File: src/rtl/srsg_pkg.sv
`default_nettype none

package srsg_pkg;

  // Default table depth
  localparam int unsigned SEGMENTS_DEF = 16;

  // Field widths
  localparam int unsigned LEVEL_W    = 16;
  localparam int unsigned LENGTH_W   = 16;
  localparam int unsigned STEP_W     = 32;
  localparam int unsigned INTERVAL_W = 16;

  // Serial divider dividend width (step count, or ramp product)
  localparam int unsigned DIVIDEND_W = 32;

  localparam logic [INTERVAL_W-1:0] INTERVAL_RST = INTERVAL_W'(1);

  // One table entry
  typedef struct packed {
    logic                is_ramp;
    logic [LENGTH_W-1:0] length;
    logic [LEVEL_W-1:0]  start_level;
    logic [LEVEL_W-1:0]  end_level;
  } seg_t;

endpackage

`default_nettype wire

File: src/rtl/srsg_div.sv
`default_nettype none

// Bit-serial restoring divider: one quotient bit per cycle.
module srsg_div #(
  parameter int unsigned DIVISOR_W = 20
) (
  input  wire logic                              clk_i,
  input  wire logic                              rst_ni,
  input  wire logic                              start_i,
  input  wire logic [srsg_pkg::DIVIDEND_W-1:0]   dividend_i,
  input  wire logic [DIVISOR_W-1:0]              divisor_i,
  output logic                                   done_o,
  output logic [srsg_pkg::DIVIDEND_W-1:0]        quotient_o,
  output logic [DIVISOR_W-1:0]                   remainder_o
);
  import srsg_pkg::*;

  localparam int unsigned CNT_W = $clog2(DIVIDEND_W);

  logic                  run_q;
  logic                  done_q;
  logic [CNT_W-1:0]      cnt_q;
  logic [DIVIDEND_W-1:0] dvd_q;
  logic [DIVISOR_W-1:0]  rem_q;
  logic [DIVISOR_W-1:0]  dsr_q;

  logic [DIVISOR_W:0]    trial;
  logic [DIVISOR_W:0]    trial_sub;
  logic                  fits;

  // Bring down the next dividend bit and try the subtraction
  assign trial     = {rem_q, dvd_q[DIVIDEND_W-1]};
  assign trial_sub = trial - {1'b0, dsr_q};
  assign fits      = (trial >= {1'b0, dsr_q});

  // Sequence control
  always_ff @(posedge clk_i or negedge rst_ni) begin
    if (!rst_ni) begin
      run_q  <= 1'b0;
      done_q <= 1'b0;
      cnt_q  <= '0;
    end else begin
      done_q <= 1'b0;
      if (start_i) begin
        run_q <= 1'b1;
        cnt_q <= '0;
      end else if (run_q) begin
        cnt_q <= cnt_q + CNT_W'(1);
        if (cnt_q == CNT_W'(DIVIDEND_W - 1)) begin
          run_q  <= 1'b0;
          done_q <= 1'b1;
        end
      end
    end
  end

  // Shift dividend out and quotient in through one register
  always_ff @(posedge clk_i) begin
    if (start_i) begin
      dvd_q <= dividend_i;
      rem_q <= '0;
      dsr_q <= divisor_i;
    end else if (run_q) begin
      dvd_q <= {dvd_q[DIVIDEND_W-2:0], fits};
      rem_q <= fits ? trial_sub[DIVISOR_W-1:0] : trial[DIVISOR_W-1:0];
    end
  end

  assign done_o      = done_q;
  assign quotient_o  = dvd_q;
  assign remainder_o = rem_q;

endmodule

`default_nettype wire

File: src/rtl/segment_ramp_schedule_generator.sv
`default_nettype none

// Channel      Direction  Handshake                 Fields
// request      in         start_i & !busy_o         operation, step_count, seg_index,
//                                                   seg_is_ramp, seg_length,
//                                                   seg_start_level, seg_end_level
// result       out        done_o, one cycle         level, report, matched
// interval     in         cfg_we_i                  cfg_wdata_i (report interval)
//
// A write request passes through ST_WRITE before done_o; a query with zero period
// answers the next cycle. A query runs a bit-serial modulo by the period, then walks
// the entries, each a table read (ST_WALK_RD) and a compare (ST_WALK_CMP); a ramp adds
// a shift-add multiply and two more passes of the serial divider.
// Reset clears the table valid bits, the period and the report history at once.
// busy_o holds off new requests; the result strobe cannot be stalled.
module segment_ramp_schedule_generator #(
  parameter int unsigned SEGMENTS = srsg_pkg::SEGMENTS_DEF
) (
  input  wire logic                                clk_i,
  input  wire logic                                rst_ni,
  input  wire logic                                start_i,
  output logic                                     busy_o,
  input  wire logic                                operation_i,
  input  wire logic [srsg_pkg::STEP_W-1:0]         step_count_i,
  input  wire logic [3:0]                          seg_index_i,
  input  wire logic                                seg_is_ramp_i,
  input  wire logic [srsg_pkg::LENGTH_W-1:0]       seg_length_i,
  input  wire logic [srsg_pkg::LEVEL_W-1:0]        seg_start_level_i,
  input  wire logic [srsg_pkg::LEVEL_W-1:0]        seg_end_level_i,
  input  wire logic                                cfg_we_i,
  input  wire logic [srsg_pkg::INTERVAL_W-1:0]     cfg_wdata_i,
  output logic                                     done_o,
  output logic [srsg_pkg::LEVEL_W-1:0]             level_o,
  output logic                                     report_o,
  output logic                                     matched_o
);
  import srsg_pkg::*;

  localparam int unsigned IW = (SEGMENTS > 1) ? $clog2(SEGMENTS) : 1;
  localparam int unsigned LW = IW + 1;
  localparam int unsigned PW = LENGTH_W + $clog2(SEGMENTS);
  localparam int unsigned MCNT_W = $clog2(LEVEL_W);

  localparam logic [2:0] ST_IDLE     = 3'd0;
  localparam logic [2:0] ST_WRITE    = 3'd1;
  localparam logic [2:0] ST_MOD      = 3'd2;
  localparam logic [2:0] ST_WALK_RD  = 3'd3;
  localparam logic [2:0] ST_WALK_CMP = 3'd4;
  localparam logic [2:0] ST_MUL      = 3'd5;
  localparam logic [2:0] ST_DIV      = 3'd6;
  localparam logic [2:0] ST_IVM      = 3'd7;

  localparam logic [LW-1:0] LAST_NONE = '1;

  // Control and history
  logic [2:0]               state_q;
  logic [PW-1:0]            period_q;
  logic [INTERVAL_W-1:0]    iv_q;
  logic [LW-1:0]            last_seg_q;
  logic signed [LEVEL_W:0]  lrl_q;
  logic [SEGMENTS-1:0]      seg_vld_q;
  logic                     div_go_q;

  // Table storage and read port
  seg_t                     seg_mem [SEGMENTS];
  seg_t                     rd_q;
  logic                     rd_vld_q;
  logic [IW-1:0]            rd_addr;

  // Request payload and walk state
  logic [IW-1:0]            wr_addr_q;
  logic                     wr_ok_q;
  seg_t                     wr_ent_q;
  logic [IW-1:0]            k_q;
  logic [PW-1:0]            pos_q;
  seg_t                     cur_q;

  // Serial multiplier
  logic [LEVEL_W-1:0]       mcand_q;
  logic [LEVEL_W-1:0]       mhi_q;
  logic [LEVEL_W-1:0]       mlo_q;
  logic [MCNT_W-1:0]        mcnt_q;
  logic [LEVEL_W:0]         msum;

  logic [LEVEL_W-1:0]       quo_q;

  // Result registers
  logic                     done_q;
  logic [LEVEL_W-1:0]       level_q;
  logic                     report_q;
  logic                     matched_q;

  // Divider hookup
  logic                     div_start;
  logic [DIVIDEND_W-1:0]    div_dividend;
  logic [PW-1:0]            div_divisor;
  logic                     div_done;
  logic [DIVIDEND_W-1:0]    div_quo;
  logic [PW-1:0]            div_rem;

  logic                     accept;
  logic                     idx_ok;
  logic [LENGTH_W-1:0]      cur_len;
  logic                     pos_hit;
  logic                     changed;
  logic [LEVEL_W-1:0]       iv_eff;
  logic                     rising;
  logic                     falling;
  logic [LEVEL_W-1:0]       ramp_v;
  logic signed [LEVEL_W:0]  ramp_vs;
  logic                     ramp_rep;

  assign accept  = start_i && (state_q == ST_IDLE);
  assign busy_o  = (state_q != ST_IDLE);
  assign idx_ok  = ({28'd0, seg_index_i} < 32'(SEGMENTS));
  assign rd_addr = (state_q == ST_IDLE) ? IW'(seg_index_i) : k_q;

  assign cur_len = rd_vld_q ? rd_q.length : '0;
  assign pos_hit = (pos_q < PW'(cur_len));
  assign changed = ({1'b0, k_q} != last_seg_q);
  assign iv_eff  = (iv_q == '0) ? INTERVAL_RST : iv_q;

  // Ramp value from the finished quotient
  assign rising   = (cur_q.end_level > cur_q.start_level);
  assign falling  = (cur_q.end_level < cur_q.start_level);
  assign ramp_v   = rising ? (cur_q.start_level + quo_q) : (cur_q.start_level - quo_q);
  assign ramp_vs  = signed'({1'b0, ramp_v});
  assign ramp_rep = changed ||
                    ((div_rem == '0) &&
                     ((falling && (ramp_vs < lrl_q)) || (rising && (ramp_vs > lrl_q))));

  // One multiply step: add multiplicand on the low bit, shift right
  assign msum = {1'b0, mhi_q} + (mlo_q[0] ? {1'b0, mcand_q} : '0);

  // Share the divider: modulo by period, ramp quotient, interval check
  assign div_start = (accept && !operation_i && (period_q != '0)) || div_go_q;

  always_comb begin
    div_dividend = {16'd0, pos_q[LENGTH_W-1:0]};
    div_divisor  = PW'(iv_eff);
    unique case (state_q)
      ST_IDLE: begin
        div_dividend = step_count_i;
        div_divisor  = period_q;
      end
      ST_DIV: begin
        div_dividend = {mhi_q, mlo_q};
        div_divisor  = PW'(cur_q.length);
      end
      default: begin
        div_dividend = {16'd0, pos_q[LENGTH_W-1:0]};
        div_divisor  = PW'(iv_eff);
      end
    endcase
  end

  srsg_div #(
    .DIVISOR_W (PW)
  ) u_div (
    .clk_i       (clk_i),
    .rst_ni      (rst_ni),
    .start_i     (div_start),
    .dividend_i  (div_dividend),
    .divisor_i   (div_divisor),
    .done_o      (div_done),
    .quotient_o  (div_quo),
    .remainder_o (div_rem)
  );

  // Table memory: registered read, write on update
  always_ff @(posedge clk_i) begin
    rd_q     <= seg_mem[rd_addr];
    rd_vld_q <= seg_vld_q[rd_addr];
    if ((state_q == ST_WRITE) && wr_ok_q) begin
      seg_mem[wr_addr_q] <= wr_ent_q;
    end
  end

  // Payload registers
  always_ff @(posedge clk_i) begin
    if (accept) begin
      wr_addr_q <= IW'(seg_index_i);
      wr_ok_q   <= idx_ok;
      wr_ent_q  <= '{is_ramp: seg_is_ramp_i, length: seg_length_i,
                     start_level: seg_start_level_i, end_level: seg_end_level_i};
    end
    if (state_q == ST_MOD && div_done) begin
      pos_q <= div_rem;
      k_q   <= '0;
    end
    if (state_q == ST_WALK_CMP) begin
      if (pos_hit) begin
        cur_q   <= rd_q;
        mcand_q <= (rd_q.end_level < rd_q.start_level) ?
                   (rd_q.start_level - rd_q.end_level) :
                   (rd_q.end_level - rd_q.start_level);
        mhi_q   <= '0;
        mlo_q   <= pos_q[LEVEL_W-1:0];
        mcnt_q  <= '0;
      end else begin
        pos_q <= pos_q - PW'(cur_len);
        k_q   <= k_q + IW'(1);
      end
    end
    if (state_q == ST_MUL) begin
      mhi_q  <= msum[LEVEL_W:1];
      mlo_q  <= {msum[0], mlo_q[LEVEL_W-1:1]};
      mcnt_q <= mcnt_q + MCNT_W'(1);
    end
    if (state_q == ST_DIV && div_done) begin
      quo_q <= div_quo[LEVEL_W-1:0];
    end
  end

  // Result payload
  always_ff @(posedge clk_i) begin
    if (accept && (operation_i || (period_q == '0))) begin
      level_q   <= operation_i ? '0 : LEVEL_W'(1);
      report_q  <= 1'b0;
      matched_q <= 1'b0;
    end
    if (state_q == ST_WRITE) begin
      level_q   <= '0;
      report_q  <= 1'b0;
      matched_q <= 1'b0;
    end
    if (state_q == ST_WALK_CMP) begin
      if (pos_hit && !rd_q.is_ramp) begin
        level_q   <= rd_q.start_level;
        report_q  <= changed;
        matched_q <= 1'b1;
      end else if (!pos_hit) begin
        level_q   <= LEVEL_W'(1);
        report_q  <= 1'b0;
        matched_q <= 1'b0;
      end
    end
    if (state_q == ST_IVM && div_done) begin
      level_q   <= ramp_v;
      report_q  <= ramp_rep;
      matched_q <= 1'b1;
    end
  end

  // Sequencer, period, history and valid bits
  always_ff @(posedge clk_i or negedge rst_ni) begin
    if (!rst_ni) begin
      state_q    <= ST_IDLE;
      period_q   <= '0;
      iv_q       <= INTERVAL_RST;
      last_seg_q <= LAST_NONE;
      lrl_q      <= '1;
      seg_vld_q  <= '0;
      div_go_q   <= 1'b0;
      done_q     <= 1'b0;
    end else begin
      done_q   <= 1'b0;
      div_go_q <= 1'b0;
      if (cfg_we_i) begin
        iv_q <= cfg_wdata_i;
      end
      unique case (state_q)
        ST_IDLE: begin
          if (accept) begin
            if (operation_i) begin
              state_q <= ST_WRITE;
            end else if (period_q == '0) begin
              done_q <= 1'b1;
            end else begin
              state_q <= ST_MOD;
            end
          end
        end
        ST_WRITE: begin
          // Swap old length for new in the running period
          if (wr_ok_q) begin
            period_q             <= period_q - (rd_vld_q ? PW'(rd_q.length) : '0)
                                    + PW'(wr_ent_q.length);
            seg_vld_q[wr_addr_q] <= 1'b1;
          end
          done_q  <= 1'b1;
          state_q <= ST_IDLE;
        end
        ST_MOD: begin
          if (div_done) begin
            state_q <= ST_WALK_RD;
          end
        end
        ST_WALK_RD: begin
          state_q <= ST_WALK_CMP;
        end
        ST_WALK_CMP: begin
          if (pos_hit) begin
            if (rd_q.is_ramp) begin
              state_q <= ST_MUL;
            end else begin
              if (changed) begin
                last_seg_q <= {1'b0, k_q};
              end
              done_q  <= 1'b1;
              state_q <= ST_IDLE;
            end
          end else if (k_q == IW'(SEGMENTS - 1)) begin
            done_q  <= 1'b1;
            state_q <= ST_IDLE;
          end else begin
            state_q <= ST_WALK_RD;
          end
        end
        ST_MUL: begin
          if (mcnt_q == MCNT_W'(LEVEL_W - 1)) begin
            div_go_q <= 1'b1;
            state_q  <= ST_DIV;
          end
        end
        ST_DIV: begin
          if (div_done) begin
            div_go_q <= 1'b1;
            state_q  <= ST_IVM;
          end
        end
        ST_IVM: begin
          if (div_done) begin
            if (ramp_rep) begin
              last_seg_q <= {1'b0, k_q};
              lrl_q      <= ramp_vs;
            end
            done_q  <= 1'b1;
            state_q <= ST_IDLE;
          end
        end
        default: begin
          state_q <= ST_IDLE;
        end
      endcase
    end
  end

  assign done_o    = done_q;
  assign level_o   = level_q;
  assign report_o  = report_q;
  assign matched_o = matched_q;

endmodule

`default_nettype wire
File: config.mk
export PLATFORM = sky130hd
export DESIGN_NAME = segment_ramp_schedule_generator
export DESIGN_NICKNAME = d
export VERILOG_FILES = /design/src/rtl/srsg_pkg.sv /design/src/rtl/srsg_div.sv /design/src/rtl/segment_ramp_schedule_generator.sv
export SDC_FILE = /design/constraint.sdc
export NUM_CORES = 2
export LEC_CHECK = 0
export ABC_AREA = 1
export BUFFER_PORTS_ARGS = -buffer_cell sky130_fd_sc_hd__buf_2
export CAP_MARGIN = 10
export CORE_MARGIN = 10
export CORE_UTILIZATION = 50
export CTS_CLUSTER_DIAMETER = 150
export DETAILED_ROUTE_END_ITERATION = 10
export PLACE_DENSITY = 0.74
export SLEW_MARGIN = 20
export SYNTH_ARGS = -nofsm -noshare
export SYNTH_HDL_FRONTEND = slang
export SYNTH_SLANG_ARGS = --single-unit
File: constraint.sdc
create_clock -name clk_i -period 5.6 [get_ports clk_i]
set_input_delay 1.12 -clock clk_i [delete_from_list [all_inputs] [get_ports clk_i]]
set_output_delay 1.12 -clock clk_i [all_outputs]
set_load 0.02 [all_outputs]
* Word-level counts from Yosys, hierarchy flattened
Memories as Yosys holds them, arrays and structs flattened. A register that Yosys moved wholly into a read port is not among the register bits.
Cells that the tools add are included.
Widths: inputs -> output; s select.
** Cells by class
- Add/subtract/negate cells :: 12
- Reductions and logical operators :: 33
- Multiply operators :: 0
- Order comparisons :: 10
- Eq/ne operators :: 21
- Divide/modulo/power cells :: 0
- Bitwise operators :: 1
- Muxes and demuxes :: 86
- Shift operators :: 0
** Operators by type and width (count)
- $mux 16 :: 18
- $mux 20 :: 4
- $mux 32 :: 2
- $pmux 32 s2 :: 1
- $sub 16x16->16 :: 3
- $logic_not 20->1 :: 2
- $pmux 20 s2 :: 1
- $sub 20x16->20 :: 2
- $mux 5 :: 7
- $lt 16x16->1 :: 2
- $mux 1 :: 30
- $mux 4 :: 7
- $mux 3 :: 9
- $pmux 3 s8 :: 1
- $ge 21x20->1 :: 1
- $add 20x16->20 :: 1
- $lt 20x16->1 :: 1
- $reduce_bool 20->1 :: 1
- $sub 20x20->20 :: 1
- $add 16x16->17 :: 1
- $gt 17x17->1 :: 1
- $lt 17x17->1 :: 1
- $add 16x16->16 :: 1
- $gt 16x16->1 :: 1
- 30 further kinds :: 64
** Storage, ports and cells
- Memory bits (writable) :: 784
- Word-level logic and storage cells :: 197
- Input bits :: 106
- Memories kept :: 1
- Latch bits :: 0
- Flip-flop bits (word level) :: 370
- Bits in read-only memories :: 0
** Memories
- seg_mem :: depth 16, width 49, read ports 1, clocked after memory_dff 1, wr ports 1, RTL line segment_ramp_schedule_generator.sv:65 : seg_t seg_mem [SEGMENTS];

* Depth between registers and ports, before layout
- Depth after elaboration :: 10
- Gate-level depth with buffers :: 41
- Gate-level depth less buffers :: 40

* Modules after synthesis
Synthesis repeated with hierarchy kept, for this count alone.
** Second synthesis, totals
- Cells, all modules :: 5001
- Area total of the unflattened synthesis :: 54373.4 µm²
** By module, submodules not included
- segment_ramp_schedule_generator :: instances 1, area an instance 49764.0 µm², cells each 4402
- srsg_div :: instances 1, area an instance 4609.4 µm², cells each 599

* Worst setup path before layout
No wires, ideal clock.
- Path type :: input-to-reg
- Start :: in start_i
- End :: reg u_div.dvd_q[0], in the netlist u_div.quotient_o[0], enable pin
- Stages :: 6
- Arrival time :: 4.627 ns
- Setup slack :: 0.586 ns
- Buffers on the path :: 0
- Library setup time :: 0.387 ns
- Required time :: 5.213 ns
- Path through :: inv_1 nor2_1 nand3_1 nand2_1 nor2_1 inv_1
** Between the ends
- Longest elaborated chain between the ends :: 5
** RTL lines
- start, declared :: RTL line segment_ramp_schedule_generator.sv:21 : input wire logic start_i,
- $logic_and 1x1->1 :: RTL line segment_ramp_schedule_generator.sv:113 : assign accept = start_i && (state_q == ST_IDLE);
- net accept :: RTL line segment_ramp_schedule_generator.sv:101 : logic accept;
- $logic_and 1x1->1 (2 in series) :: RTL line segment_ramp_schedule_generator.sv:136 : assign div_start = (accept && !operation_i && (period_q != '0)) || div_go_q;
- $logic_or 1x1->1 :: RTL line segment_ramp_schedule_generator.sv:136
- $reduce_bool 2->1 (no source line)
- end signal, assigned :: RTL line srsg_div.sv:60 : dvd_q <= dividend_i;
- end signal, assigned :: RTL line srsg_div.sv:64 : dvd_q <= {dvd_q[DIVIDEND_W-2:0], fits};
- end, declared :: RTL line srsg_div.sv:23 : logic [DIVIDEND_W-1:0] dvd_q;
The timed path passes the listed nets, and every way through them passes these cells.
A chain may end at the register's enable or synchronous reset.

* Worst setup path after layout
- Start :: reg cur_q[31] (netlist bit)
- End :: reg lrl_q[4]
** Between the ends
- Longest elaborated chain between the ends :: 8
** RTL lines
- start, declared :: RTL line segment_ramp_schedule_generator.sv:76 : seg_t cur_q;
- start signal, assigned :: RTL line segment_ramp_schedule_generator.sv:193 : cur_q <= rd_q;
- $gt 16x16->1 (*) :: RTL line segment_ramp_schedule_generator.sv:124 : assign rising = (cur_q.end_level > cur_q.start_level);
- $mux 16 (*) :: RTL line segment_ramp_schedule_generator.sv:126 : assign ramp_v = rising ? (cur_q.start_level + quo_q) : (cur_q.start_level - quo_q);
- net ramp_v[14] :: RTL line segment_ramp_schedule_generator.sv:109 : logic [LEVEL_W-1:0] ramp_v;
- $lt 17x17->1 / $gt 17x17->1 (equally long branches) :: RTL line segment_ramp_schedule_generator.sv:130 : ((falling && (ramp_vs < lrl_q)) || (rising && (ramp_vs > lrl_q))));
- $logic_and 1x1->1 :: RTL line segment_ramp_schedule_generator.sv:130
- $logic_or 1x1->1 (*) :: RTL line segment_ramp_schedule_generator.sv:130
- $logic_and 1x1->1 (*) :: RTL line segment_ramp_schedule_generator.sv:129 : ((div_rem == '0) &&
- $logic_or 1x1->1 (*) :: RTL line segment_ramp_schedule_generator.sv:128 : assign ramp_rep = changed ||
- $reduce_and 3->1 (no source line) (*)
- end signal, assigned :: RTL line segment_ramp_schedule_generator.sv:326 : lrl_q <= ramp_vs;
- end, declared :: RTL line segment_ramp_schedule_generator.sv:60 : logic signed [LEVEL_W:0] lrl_q;
Mark *: on every way through the listed nets, which the timed path passes. The rest lies on a longest branch.

==> impl_summary.md <==
Clocking
TritonCTS built the clock tree. At the later pin of the worst-skew pair, clock insertion delay measures 0.73 ns. The number of buffers between clock root and the deepest sink is 3. The number of sinks handled by clock tree synthesis is between 1000 and 1500.

The H-tree was split into 3 levels. The clock root buffer is clkbuf_16. After clock tree synthesis, the setup repair step added 0 buffers. After clock tree synthesis, the clock-pin slew on the worst setup and hold paths is approximately 0.06 ns. The number of buffers inserted during clock tree synthesis is 118.

Drt
Dividing the detail-routed wire length by the instance count gives about 22 um. The first detailed-routing pass took 6 iterations. The routed design has approximately 140000 um of wire. Once detail routing completed, the nets flagged for antenna violations numbered 0. The total vias in the final route is around 37000. The iteration-0 DRC count of the detailed router is ~4400. The detailed-route vias per instance is just under 6.

The count of unresolved DRC violations after routing is 0.

Setup path
The launching point of the worst reg2reg path is cur_q[31]. The signal arrival time at the worst endpoint is roughly 5.7 ns. The maximum fanout along the worst path is 25. In this design, the stage delay of the slowest critical-path cell is ~0.41 ns. The count of buffer and inverter cells on the critical path is 2.

The most numerous cell on the critical path is nand2_1. The startpoint-to-endpoint class of the critical path is reg -> reg. Among all stages on the critical path, the largest delay is contributed by edfxtp_1.

The kind of launch point of the worst setup path is a register. The data required time of the critical path is approximately 6.2 ns. The launching instance or port of the critical path is cur_q[31].

On the critical path the largest part of the delay comes from simple AND/OR/NAND/NOR gates. The worst setup path is captured at a register.

GRT
The remaining global-route overflow is 0. Entering global routing, the biggest net connects approximately 190 pins. The first global-routing pass estimated approximately 210000 um of wire. The global-route total usage across every layer is 0.224. The initial antenna violation count is 6. The number of global-route vias before repair is between 30000 and 40000.

Timing
For the pin with the worst max-slew slack, the measured transition is approximately 1.1 ns. For the finished layout, the period the worst path requires is a little over 5 ns. The final number of hold-violating endpoints is 0.

The max-slew violation total from the final report is 0. For the final database, setup skew stands at around 0.045 ns. The total negative setup slack is 0 ns. Dividing the final minimum period by the clock period gives 0.903.

Based on the critical path, the design can be clocked at up to 198 MHz. Setup repair after global routing left no endpoint under its margin. The worst setup slack after layout is roughly 0.54 ns. The worst pin sits at a relative slew slack of 0.251.

Setup violations remaining at the end of the flow were counted as 0.

Pwr
Of the total power, registers draw 0.526. The worst ir drop on vdd is roughly 0.26 mV. The internal power of the cells totals 0.0147 W. Of the total power, the share spent switching nets is 0.220. Of the total power, the clock network draws 0.425.

The analysis attributes to cell leakage a power of between 20 and 25 nW. The power density of the placed cells is between 300 and 400 nW/um^2. Summed over all nets, the switching power comes to ~0.0041 W. The share of total power dissipated in combinational logic is 0.048.

Floorplan
The number of ports placed on the die boundary is 126. The placeable core area is ~110000 um^2. From left edge to right edge, the die measures roughly 350 um. The area of the die is about 120000 um^2. The floorplan row count is 120. The initial cell density of the core is 0.503.

The die is between 300 and 400 um tall.

Placed design
Once detailed placement completed, the half-perimeter wirelength came to about 88000 um. The weighted congestion reported at the end of routability-driven placement is ~0.93. The count of buffers added on input and output ports is ~130. Prior to clock tree synthesis, the placed netlist has a worst setup slack of roughly 0.18 ns.

Status
The flow ran to the end, and the final reports show no timing, DRC or antenna violations.

Worst hold path
The worst hold path class is in -> async.

Synthesis
Of the synthesized area, sequential elements account for 0.643. For this run, asynchronously set or reset flops after synthesis account for 0.0715. The synthesized flop and latch total is around 1200. For this run, the number of Yosys warnings is 0. The count of distinct cell types in the synthesized netlist is 56. The most area-hungry cell type in the Yosys netlist is edfxtp_1. The average size of a mapped cell is about 11 um^2. Among all flip-flop cells after synthesis, the most frequent one is edfxtp_1. The area of the mapped netlist is between 50000 and 60000 um^2. The number of instances in the synthesized netlist is approximately 4800. The net count after synthesis is 5087.

In the post-synthesis netlist, the biggest area contributors are edfxtp_1 (56%), o21ai_0 (4.8%), nand2_1 (4.7%), dfxtp_1 (4.2%), nor2_1 (3.8%). The number of enable flip-flop cells after synthesis is about 1000. The share of synthesized area in the top cell type comes to 0.561.

Layout
The post-synthesis to final-layout area growth is 11.5%. In the final layout, the share of cells above drive strength 1 is 0.0927. At the end of the flow, the number of nets in the layout was slightly above 5000. The layout filler cell count is between 8000 and 9000. The number of antenna diodes in the final layout is 0.

Flow run
Max-cap violations in this run came to 0.
==> state kept, by name (all words and copies together), names as in the netlist, 32 cells and up <==
register	cells
rd_q	49
wr_ent_q	49
cur_q	48
u_div.quotient_o	32
seg_mem	784
==> cell usage in the layout, fill, tap and decap left out, types with 9 or more instances in the layout <==
cell / n
edfxtp_1: 1005
nand2_1: 664
nor2_1: 519
o21ai_0: 513
inv_1: 376
a21oi_1: 172
ha_1: 157
o211ai_1: 139
nand3_1: 137
buf_2: 124
clkbuf_16: 120
dfxtp_1: 112
o221ai_1: 109
o21ai_1: 68
dfrtp_1: 63
o21bai_1: 60
xor2_1: 57
buf_4: 56
o22ai_1: 55
nand4_1: 37
clkbuf_1: 34
nor3_1: 29
xnor2_1: 29
a31oi_1: 25
or2_2: 23
dfstp_2: 23
fa_1: 22
a21o_1: 20
clkinv_1: 19
clkinv_2: 18
nor2_4: 17
nor4_1: 16
nand3b_1: 14
buf_12: 14
bufinv_16: 12
a221oi_1: 11
a22oi_1: 10
o21a_1: 9
==> stage by stage <==
stage	hold WS (ns)	total power [W]	instance area, um^2	instances	util
floorplan	0.408	0.0107	53800	4802	-
global placement	0.420	0.0110	55900	6161	0.523
detailed placement	0.421	0.0110	55900	6163	0.523
CTS	0.438	0.0189	59900	6383	0.560
global route	0.448	0.0194	60000	6386	0.561
finish	0.437	0.0188	60000	6386	0.561
==> cell usage after synthesis, drive strengths merged, types with 24 or more instances <==
| cell type | count |
|---|---|
| a21oi | 172 |
| a31oi | 25 |
| buf | 117 |
| clkbuf | 117 |
| dfrtp | 63 |
| dfxtp | 112 |
| edfxtp | 1005 |
| ha | 157 |
| inv | 387 |
| nand2 | 668 |
| nand3 | 140 |
| nand4 | 37 |
| nor2 | 542 |
| nor3 | 32 |
| o211ai | 139 |
| o21ai | 586 |
| o21bai | 60 |
| o221ai | 109 |
| o22ai | 55 |
| or2 | 24 |
| xnor2 | 29 |
| xor2 | 57 |
==> cell type report <==
class | count | area (um^2) | share of cell area
Sequential cell | 1203 | 34600 | 0.577
Multi-Input combinational cell | 2975 | 16800 | 0.281
Clock buffer | 160 | 3210 | 0.0536
Tap cell | 1403 | 1760 | 0.0293
Inverter | 390 | 1480 | 0.0247
Timing Repair Buffer | 195 | 1350 | 0.0225
Clock inverter | 60 | 707 | 0.0118
==> kinds of logic after synthesis <==
family / after synthesis / synth area share
AOI/OAI and AO/OA: 1226 / 0.138
xor gates and xnor gates: 86 / 0.0140
adders and majority gates: 179 / 0.0447
buffers and inverters: 624 / 0.0470
DFF: 1203 / 0.643
muxes: 3 / 0.000558
and+or+nand+nor: 1481 / 0.113
==> worst paths after layout <==
path / endpoint / slack, ns / cells past startpoint
max in group asynchronous: iv_q[10] / 4.09 / 2
hold / removal: u_div.run_q / 0.44 / 1
setup / recovery: lrl_q[4] / 0.54 / 29
hold reg to reg: cur_q[45] / 0.44 / 0
min in group clk_i: cur_q[45] / 0.44 / 0
setup reg to reg: lrl_q[4] / 0.54 / 29
==> worst reg2reg max path, delay by kind of cell, from the launching register on <==
family | cells | cell delay [ns]
and+or+nand+nor | 14 | 1.59
AOI/OAI and AO/OA | 8 | 1.23
adders and majority gates | 3 | 0.90
xor gates and xnor gates | 2 | 0.48
DFF | 1 | 0.41
buffers and inverters | 2 | 0.35
==> power by group through the flow <==
stage / logic, W / registers (W) / clock network, W
floorplan: 0.000689 / 0.00998 / 0
global placement: 0.000884 / 0.0101 / 0
detailed placement: 0.000898 / 0.0101 / 0
CTS: 0.000902 / 0.00988 / 0.00809
global route: 0.00105 / 0.00989 / 0.00847
finish: 0.000907 / 0.00989 / 0.00799
==> metal layers <==
layer | track usage | routed length [um]
met3 | 0.0372 | 12300
met4 | 0.0748 | 4190
met1 | 0.306 | 57700
met5 | 0 | 13
met2 | 0.362 | 65200
==> repair_timing <==
item / 4_1_cts / 5_1_grt
resized for setup: 0 / 8
hold buffers: 0 / 0
endpoints found under the setup margin: 0 / 23
Note: power is estimated with default switching activity, not from simulation.
